### config.mk
export PLATFORM = sky130hd
export DESIGN_NAME = mvn_norm
export DESIGN_NICKNAME = d
export VERILOG_FILES = /design/src/hw/rtl/mvn_pkg.sv /design/src/hw/rtl/mvn_norm.sv
export SDC_FILE = /design/constraint.sdc
export NUM_CORES = 2
export LEC_CHECK = 0
export BUFFER_PORTS_ARGS = -buffer_cell sky130_fd_sc_hd__buf_2
export CAP_MARGIN = 40
export CORE_ASPECT_RATIO = 1.2
export CORE_UTILIZATION = 62
export CTS_BUF_LIST = sky130_fd_sc_hd__clkbuf_4
export DETAILED_ROUTE_END_ITERATION = 12
export GPL_TIMING_DRIVEN = 0
export PLACE_DENSITY_LB_ADDON = 0.1
export SLEW_MARGIN = 20
export SYNTH_ARGS = -nofsm -noshare
export SYNTH_HDL_FRONTEND = slang
export SYNTH_SLANG_ARGS = --single-unit
### constraint.sdc
create_clock -name clk -period 29.8 [get_ports clk]
set_clock_uncertainty 0.15 [all_clocks]
set_input_delay 5.96 -clock clk [delete_from_list [all_inputs] [get_ports clk]]
set_output_delay 5.96 -clock clk [all_outputs]
set_load 0.01 [all_outputs]
### src/hw/rtl/mvn_pkg.sv
package mvn_pkg;

  localparam int MAX_VERTICES_DEF  = 1024;
  localparam int MAX_TRIANGLES_DEF = 2048;

  // action codes
  localparam logic [1:0] ACT_WRITE_VERTEX   = 2'd0;
  localparam logic [1:0] ACT_WRITE_TRIANGLE = 2'd1;
  localparam logic [1:0] ACT_COMPUTE        = 2'd2;
  localparam logic [1:0] ACT_READ_NORMAL    = 2'd3;

  // configuration register indexes
  localparam logic [1:0] CFG_VERTEX_COUNT   = 2'd0;
  localparam logic [1:0] CFG_TRIANGLE_COUNT = 2'd1;

  localparam logic STATUS_COMPUTE = 1'b0;
  localparam logic STATUS_READ    = 1'b1;

  localparam int CROSS_W  = 36;   // signed cross product component
  localparam int UNIT_Q14 = 16384;

  // saturating accumulate into a signed 24-bit sum
  function automatic logic [23:0] sat_add24(input logic [23:0] a, input logic [15:0] b);
    logic signed [24:0] s;
    s = $signed({a[23], a}) + $signed({{9{b[15]}}, b});
    if (s > 25'sd8388607)       sat_add24 = 24'h7FFFFF;
    else if (s < -25'sd8388608) sat_add24 = 24'h800000;
    else                        sat_add24 = s[23:0];
  endfunction

endpackage

### src/hw/rtl/mvn_norm.sv
module mvn_norm #(
  parameter int CW = mvn_pkg::CROSS_W
) (
  input  logic                 clk,
  input  logic                 rst,
  input  logic                 go,
  input  logic signed [CW-1:0] cx,
  input  logic signed [CW-1:0] cy,
  input  logic signed [CW-1:0] cz,
  output logic                 done,
  output logic [15:0]          nx,
  output logic [15:0]          ny,
  output logic [15:0]          nz
);

  localparam logic [2:0] N_IDLE  = 3'd0;
  localparam logic [2:0] N_SHIFT = 3'd1;
  localparam logic [2:0] N_SQ    = 3'd2;
  localparam logic [2:0] N_SQRT  = 3'd3;
  localparam logic [2:0] N_DLOAD = 3'd4;
  localparam logic [2:0] N_DSTEP = 3'd5;
  localparam logic [2:0] N_DONE  = 3'd6;

  logic [2:0]    st;
  logic [CW-1:0] m [3];
  logic [2:0]    sg;
  logic [3:0]    cnt;
  logic [1:0]    k;
  logic [59:0]   prod;
  logic [63:0]   ssq;
  logic [63:0]   v;
  logic [63:0]   r;
  logic [63:0]   bitv;
  logic [45:0]   rem;
  logic [45:0]   dv;
  logic [14:0]   q;
  logic [15:0]   res [3];

  logic [29:0]   sq_op;
  logic [63:0]   trial;
  logic          ge;
  logic [14:0]   q_fin;
  logic [14:0]   q_cap;
  logic [31:0]   len;

  assign sq_op = m[cnt[1:0]][29:0];
  assign trial = r + bitv;
  assign len   = r[31:0];
  assign ge    = (rem >= dv);
  assign q_fin = {q[13:0], ge};
  assign q_cap = (q_fin > 15'(mvn_pkg::UNIT_Q14)) ? 15'(mvn_pkg::UNIT_Q14) : q_fin;

  assign done = (st == N_DONE);
  assign nx = res[0];
  assign ny = res[1];
  assign nz = res[2];

  always_ff @(posedge clk) begin
    if (rst) begin
      st <= N_IDLE;
    end else begin
      unique case (st)
        N_IDLE: begin
          if (go) begin
            m[0] <= cx[CW-1] ? CW'(-cx) : CW'(cx);
            m[1] <= cy[CW-1] ? CW'(-cy) : CW'(cy);
            m[2] <= cz[CW-1] ? CW'(-cz) : CW'(cz);
            sg   <= {cz[CW-1], cy[CW-1], cx[CW-1]};
            st   <= N_SHIFT;
          end
        end
        N_SHIFT: begin
          // narrow until the largest magnitude is below 2^30
          if (((m[0] | m[1] | m[2]) >> 30) != '0) begin
            m[0] <= m[0] >> 1;
            m[1] <= m[1] >> 1;
            m[2] <= m[2] >> 1;
          end else begin
            cnt <= '0;
            ssq <= '0;
            st  <= N_SQ;
          end
        end
        N_SQ: begin
          if (cnt != 4'd3) prod <= sq_op * sq_op;
          if (cnt != 4'd0) ssq <= ssq + 64'(prod);
          cnt <= cnt + 4'd1;
          if (cnt == 4'd3) begin
            v    <= ssq + 64'(prod);
            r    <= '0;
            bitv <= 64'd1 << 62;
            st   <= N_SQRT;
          end
        end
        N_SQRT: begin
          if (v >= trial) begin
            v <= v - trial;
            r <= (r >> 1) + bitv;
          end else begin
            r <= r >> 1;
          end
          bitv <= bitv >> 2;
          if (bitv[0]) begin
            k  <= '0;
            st <= N_DLOAD;
          end
        end
        N_DLOAD: begin
          if (len == '0) begin
            res[0] <= '0;
            res[1] <= '0;
            res[2] <= '0;
            st     <= N_DONE;
          end else begin
            rem <= {m[k][29:0], 14'b0} + 46'(len >> 1);
            dv  <= {len, 14'b0};
            q   <= '0;
            cnt <= 4'd14;
            st  <= N_DSTEP;
          end
        end
        N_DSTEP: begin
          if (ge) rem <= rem - dv;
          dv  <= dv >> 1;
          q   <= q_fin;
          cnt <= cnt - 4'd1;
          if (cnt == 4'd0) begin
            res[k] <= sg[k] ? 16'(-{1'b0, q_cap}) : {1'b0, q_cap};
            if (k == 2'd2) begin
              st <= N_DONE;
            end else begin
              k  <= k + 2'd1;
              st <= N_DLOAD;
            end
          end
        end
        N_DONE: st <= N_IDLE;
        default: st <= N_IDLE;
      endcase
    end
  end

endmodule
### Word-level counts from Yosys, hierarchy flattened

Memory sizes are Yosys's and may differ from the RTL's. A register that Yosys moved wholly into a read port is not among the register bits.
Cells that the tools add are included.

| word-level totals | value |
|---|---|
| flip-flop bits (word level) | 434 |
| bits in writable memories | 156 |
| input bits | 111 |
| memories kept | 2 |

| cells by class | value |
|---|---|
| add/subtract/negate cells | 13 |
| multipliers | 1 |
| $lt $le $gt $ge | 4 |
| equality and inequality tests | 19 |
| multiplexer cells | 64 |
| bitwise logic cells | 6 |
| reductions and logical operators | 21 |

Memories:

| name | depth | width | read ports | clocked after Yosys merged registers in | write ports | line | source |
|---|---|---|---|---|---|---|---|
| m | 3 | 36 | 5 | 2 | 3 | mvn_norm.sv:25 | `logic [CW-1:0] m [3];` |
| res | 3 | 16 | 3 | 0 | 3 | mvn_norm.sv:37 | `logic [15:0] res [3];` |

Operators by type and width:

| cell | count |
|---|---|
| 64-bit one-hot mux with 2 select lines | 4 |
| 64-bit 2-to-1 mux | 7 |
| 36-bit 2-to-1 mux | 6 |
| 46-bit one-hot mux with 2 select lines | 2 |
| 46-bit 2-to-1 mux | 3 |
| 36-bit negation | 3 |
| 36-bit bitwise OR | 2 |
| 63-bit by 64-bit adder with 64-bit output | 1 |
| 64-bit by 60-bit adder with 64-bit output | 1 |
| 64-bit adder | 1 |
| 64-bit greater-or-equal comparator | 1 |
| 64-bit subtractor | 1 |
| 30-bit by 30-bit multiplier with 60-bit output | 1 |
| 46-bit greater-or-equal comparator | 1 |
| 46-bit subtractor | 1 |
| 44-bit by 31-bit adder with 45-bit output | 1 |
| 36-bit nonzero test | 1 |
| 32-bit zero test | 1 |
| 16-bit 2-to-1 mux | 2 |
| 14-bit one-hot mux with 2 select lines | 1 |
| 2-bit inequality test, second input constant | 10 |
| 1-bit 2-to-1 mux | 18 |
| 3-bit one-hot mux with 6 select lines | 1 |
| 2-bit 2-to-1 mux | 8 |
| 29 further kinds | 50 |

### Depth between registers and ports, before layout

An unclocked memory read counts as a cell.

| logic depth | value |
|---|---|
| depth after elaboration | 9 |
| depth in mapped cells | 36 |
| gate-level depth less buffers | 33 |

### Least setup slack after synthesis

OpenSTA, ideal clock, no wires.

| timing path | value |
|---|---|
| path kind | input-to-reg |
| from | in rst |
| to | reg rem[0], enable pin |
| library setup time | 0.520 ns |
| arrival | 13.867 ns |
| setup slack | 15.263 ns |
| cell stages on the path | 3 |
| cell sequence | clkbuf_2 > nor3_1 > a21boi_0 |

| between the ends | value |
|---|---|
| word-level cells in the longest chain between the ends | 2 |

RTL lines:

| what | line | source |
|---|---|---|
| start, declared | mvn_norm.sv:5 | `input logic rst,` |
| 1-bit inverter (no source line) | -- |  |
| 4-bit AND reduction (no source line) | -- |  |
| end signal, assigned | mvn_norm.sv:115 | `rem <= {m[k][29:0], 14'b0} + 46'(len >> 1);` |
| end signal, assigned | mvn_norm.sv:123 | `if (ge) rem <= rem - dv;` |
| end, declared | mvn_norm.sv:34 | `logic [45:0] rem;` |

Every way passes these cells.
A chain may end at the register's enable or synchronous reset.

==> out/results.tsv <==
stage	metric	value	unit
outcome	status	finished, final reports clean	
logic_synthesis	synth-async-reset-ratio	0	
cts	ctsResizeCount	0	
critical_path	slowest_stage	buf_1	
cts	cts.sink_count	561	
critical_path	arrival	12.13	ns
cts	ctsHtreeMaxLevel	4	
grt	antenna_found_initial	16	
logic_synthesis	synth_cell_types	94	
route	dr.pass1.iters	6	
place	dpl.cell_count	8751	
grt	grt_start_max_net_pins	58	
critical_path	start_kind	flop	
cts	cts_tree	done	
place	globalplace.congestion	1.04	
place	io_buffers	158	
final_layout	fillers	8680	
cts	cts_buffers	151	
floorplan	rows	130	
critical_path	path_class	flop to flop	
floorplan	dieArea	107000	um^2
route	vias_per_cell	6.01	
timing	min_period	11.51	ns
logic_synthesis	synthFlopType	edfxtp_1	
timing	fin_setup_tns	0	ns
route	route.detailed.drc	0	
cts	hold_buffers	0	
logic_synthesis	ys_warn_count	0	
timing	max_freq	86.9	MHz
grt	grt_overflow	0	
cts	cts-root-buf	clkbuf_4	
cts	clk_pin_slew	0.08	ns
cts	clockBufferDepth	3	
route	ant_nets	0	
timing	tightest_slew	0.997	ns
timing	setup_viol	0	
timing	period_share	0.386	
floorplan	io_pins	160	
floorplan	die_h	358	um
cts	cts_setup_buffers	0	
final_layout	final_util	0.679	
final_layout	stdcell_area	71100	um^2
worst_hold_path	hp-class	flop to flop	
floorplan	initial_core_util	0.626	
timing	slew_viol_final	0	
critical_path	reg2regPathDepth	34	
grt	track_usage	0.380	
route	vias	54300	
logic_synthesis	postSynthCellCount	7139	
critical_path	critical_path.max_fanout	10	
critical_path	max_stage_delay	0.69	ns
final_layout	syn2layout_area_growth	8.40	%
flow_run	cap_viol_max_count	0	
worst_hold_path	hold_depth	2	
grt	grt_pass1_vias	54000	
logic_synthesis	avgSynthCellArea	9.19	um^2
route	wl	203000	um
route	drt_iter0_drc	4774	
critical_path	worstPathRequired	30.42	ns
place	postPlaceCellArea	69200	um^2
floorplan	die_x	299	um
critical_path	crit_path_end_kind	flop	
final_layout	fin_nets	8848	
logic_synthesis	synth_edf_count	554	
logic_synthesis	yosysSeqAreaShare	0.256	
timing	grt_setup_unrepaired	no	
timing	maxSlewHeadroom	0.331	
final_layout	final_cells	9030	
timing	hold_violations	0	
logic_synthesis	ys_seq_elements	561	
route	wire_per_inst	22.5	um
floorplan	core_area	105000	um^2
grt	grt_pass1_wl	309000	um
critical_path	cp_common_cell	fa_1	
logic_synthesis	syn_area	65600	um^2
cts	clock_latency	1.12	ns
final_layout	layout-drive-gt1-share	0.0775	
logic_synthesis	syn_nets	8463	
place	dp.final_hpwl	167000	um
[kinds of logic after synthesis]
kind of cell / after synthesis / share of synthesized area
multiplexers: 81 / 0.0124
adder cells (fa/ha/maj): 1213 / 0.311
buffers and inverters: 1343 / 0.0777
flip-flops: 561 / 0.256
AO/OA/AOI/OAI: 1495 / 0.145
AND/OR/NAND/NOR: 1967 / 0.134
XOR/XNOR: 479 / 0.0639
[cell type report]
cell class,count,area [um^2],share of cell area
antenna,16,40.0,0.000563
timing repair buffer,232,1770,0.0249
tap,1386,1730,0.0244
clock buffer,195,1460,0.0206
inverter,1040,3900,0.0549
buffer,303,1200,0.0168
clock inverter,62,427,0.00600
sequential,561,16800,0.236
multi-input combinational,5235,43800,0.616
[cell usage in the layout, fill, tap and decap left out, drive strengths merged, types with 44 or more instances in the layout]
cell type | Yosys | layout
buf | 36 | 268
nand4 | 67 | 67
a21o | 191 | 191
nand3 | 81 | 81
edfxtp | 554 | 554
ha | 514 | 514
nor3 | 50 | 50
o21a | 49 | 49
o21ai | 496 | 496
and3 | 77 | 77
o31ai | 53 | 53
xnor2 | 216 | 216
and2 | 62 | 62
xor2 | 263 | 263
mux2i | 79 | 79
clkinv | 8 | 54
inv | 1032 | 1044
a31oi | 94 | 94
o21bai | 63 | 63
nor2 | 599 | 599
a211oi | 69 | 69
or3 | 44 | 44
clkbuf | 267 | 462
nand2 | 795 | 795
a21oi | 313 | 313
fa | 699 | 699
[critical path: cells and delay by family (launching register included)]
kind,cells,cell delay [ns]
DFF,1,0.31
xor gates and xnor gates,1,0.16
adders and majority gates,9,4.15
muxes,1,0.24
AOI/OAI and AO/OA,7,1.89
buffers and inverters,11,3.10
and+or+nand+nor,5,1.16
[flip-flops by register name (all words and copies together), names as in the netlist, named ones only]
register  cells
m           108
r            64
ssq          64
v            64
prod         59
res          48
dv           46
rem          46
bitv         32
q            14
cnt           4
sg            3
st            3
k             2
[synthesized netlist by cell type, types with 42 or more instances]
cell      instances  area share
a21o_1          191       0.022
a21oi_1         313       0.024
a31oi_1          94      0.0090
and2_1           62      0.0059
and3_1           77      0.0073
clkbuf_1        262       0.015
edfxtp_1        554        0.25
fa_1            699        0.21
ha_1            514       0.098
inv_1          1030       0.059
mux2i_1          79       0.012
nand2_1         791       0.045
nand3_1          81      0.0062
nand4_1          67      0.0064
nor2_1          599       0.034
nor2b_1          43      0.0041
nor3_1           49      0.0037
o21a_1           49      0.0056
o21ai_0         463       0.035
o21bai_1         63      0.0072
o31ai_1          48      0.0055
or3_1            42      0.0040
xnor2_1         216       0.029
xor2_1          263       0.035
[worst paths after layout]
| path | from | to | slack [ns] |
|---|---|---|---|
| setup / recovery | flop | prod[54] | 18.29 |
| hold / removal | m[0][35] | m[0][34] | 0.41 |
| setup reg to reg | flop | prod[54] | 18.29 |
| hold reg to reg | m[0][35] | m[0][34] | 0.41 |
[per-layer routing]
metal,track usage,vias to the layer above,share of wire
li1,-,24900,-
met1,0.488,26400,0.39
met2,0.612,2453,0.47
met3,0.0680,575,0.085
met4,0.212,10,0.060
met5,0,-,0.00034
[metrics by stage]
stage | setup WS [ns] | hold slack, ns
floorplan | 15.26 | 0.363
global placement | 10.95 | 0.372
detailed placement | 18.48 | 0.390
CTS | 18.35 | 0.402
global route | 17.90 | 0.444
finish | 18.29 | 0.409
Power is not shown: default switching activity piles up to over one toggle a cycle in this logic, so the estimate is an artifact.
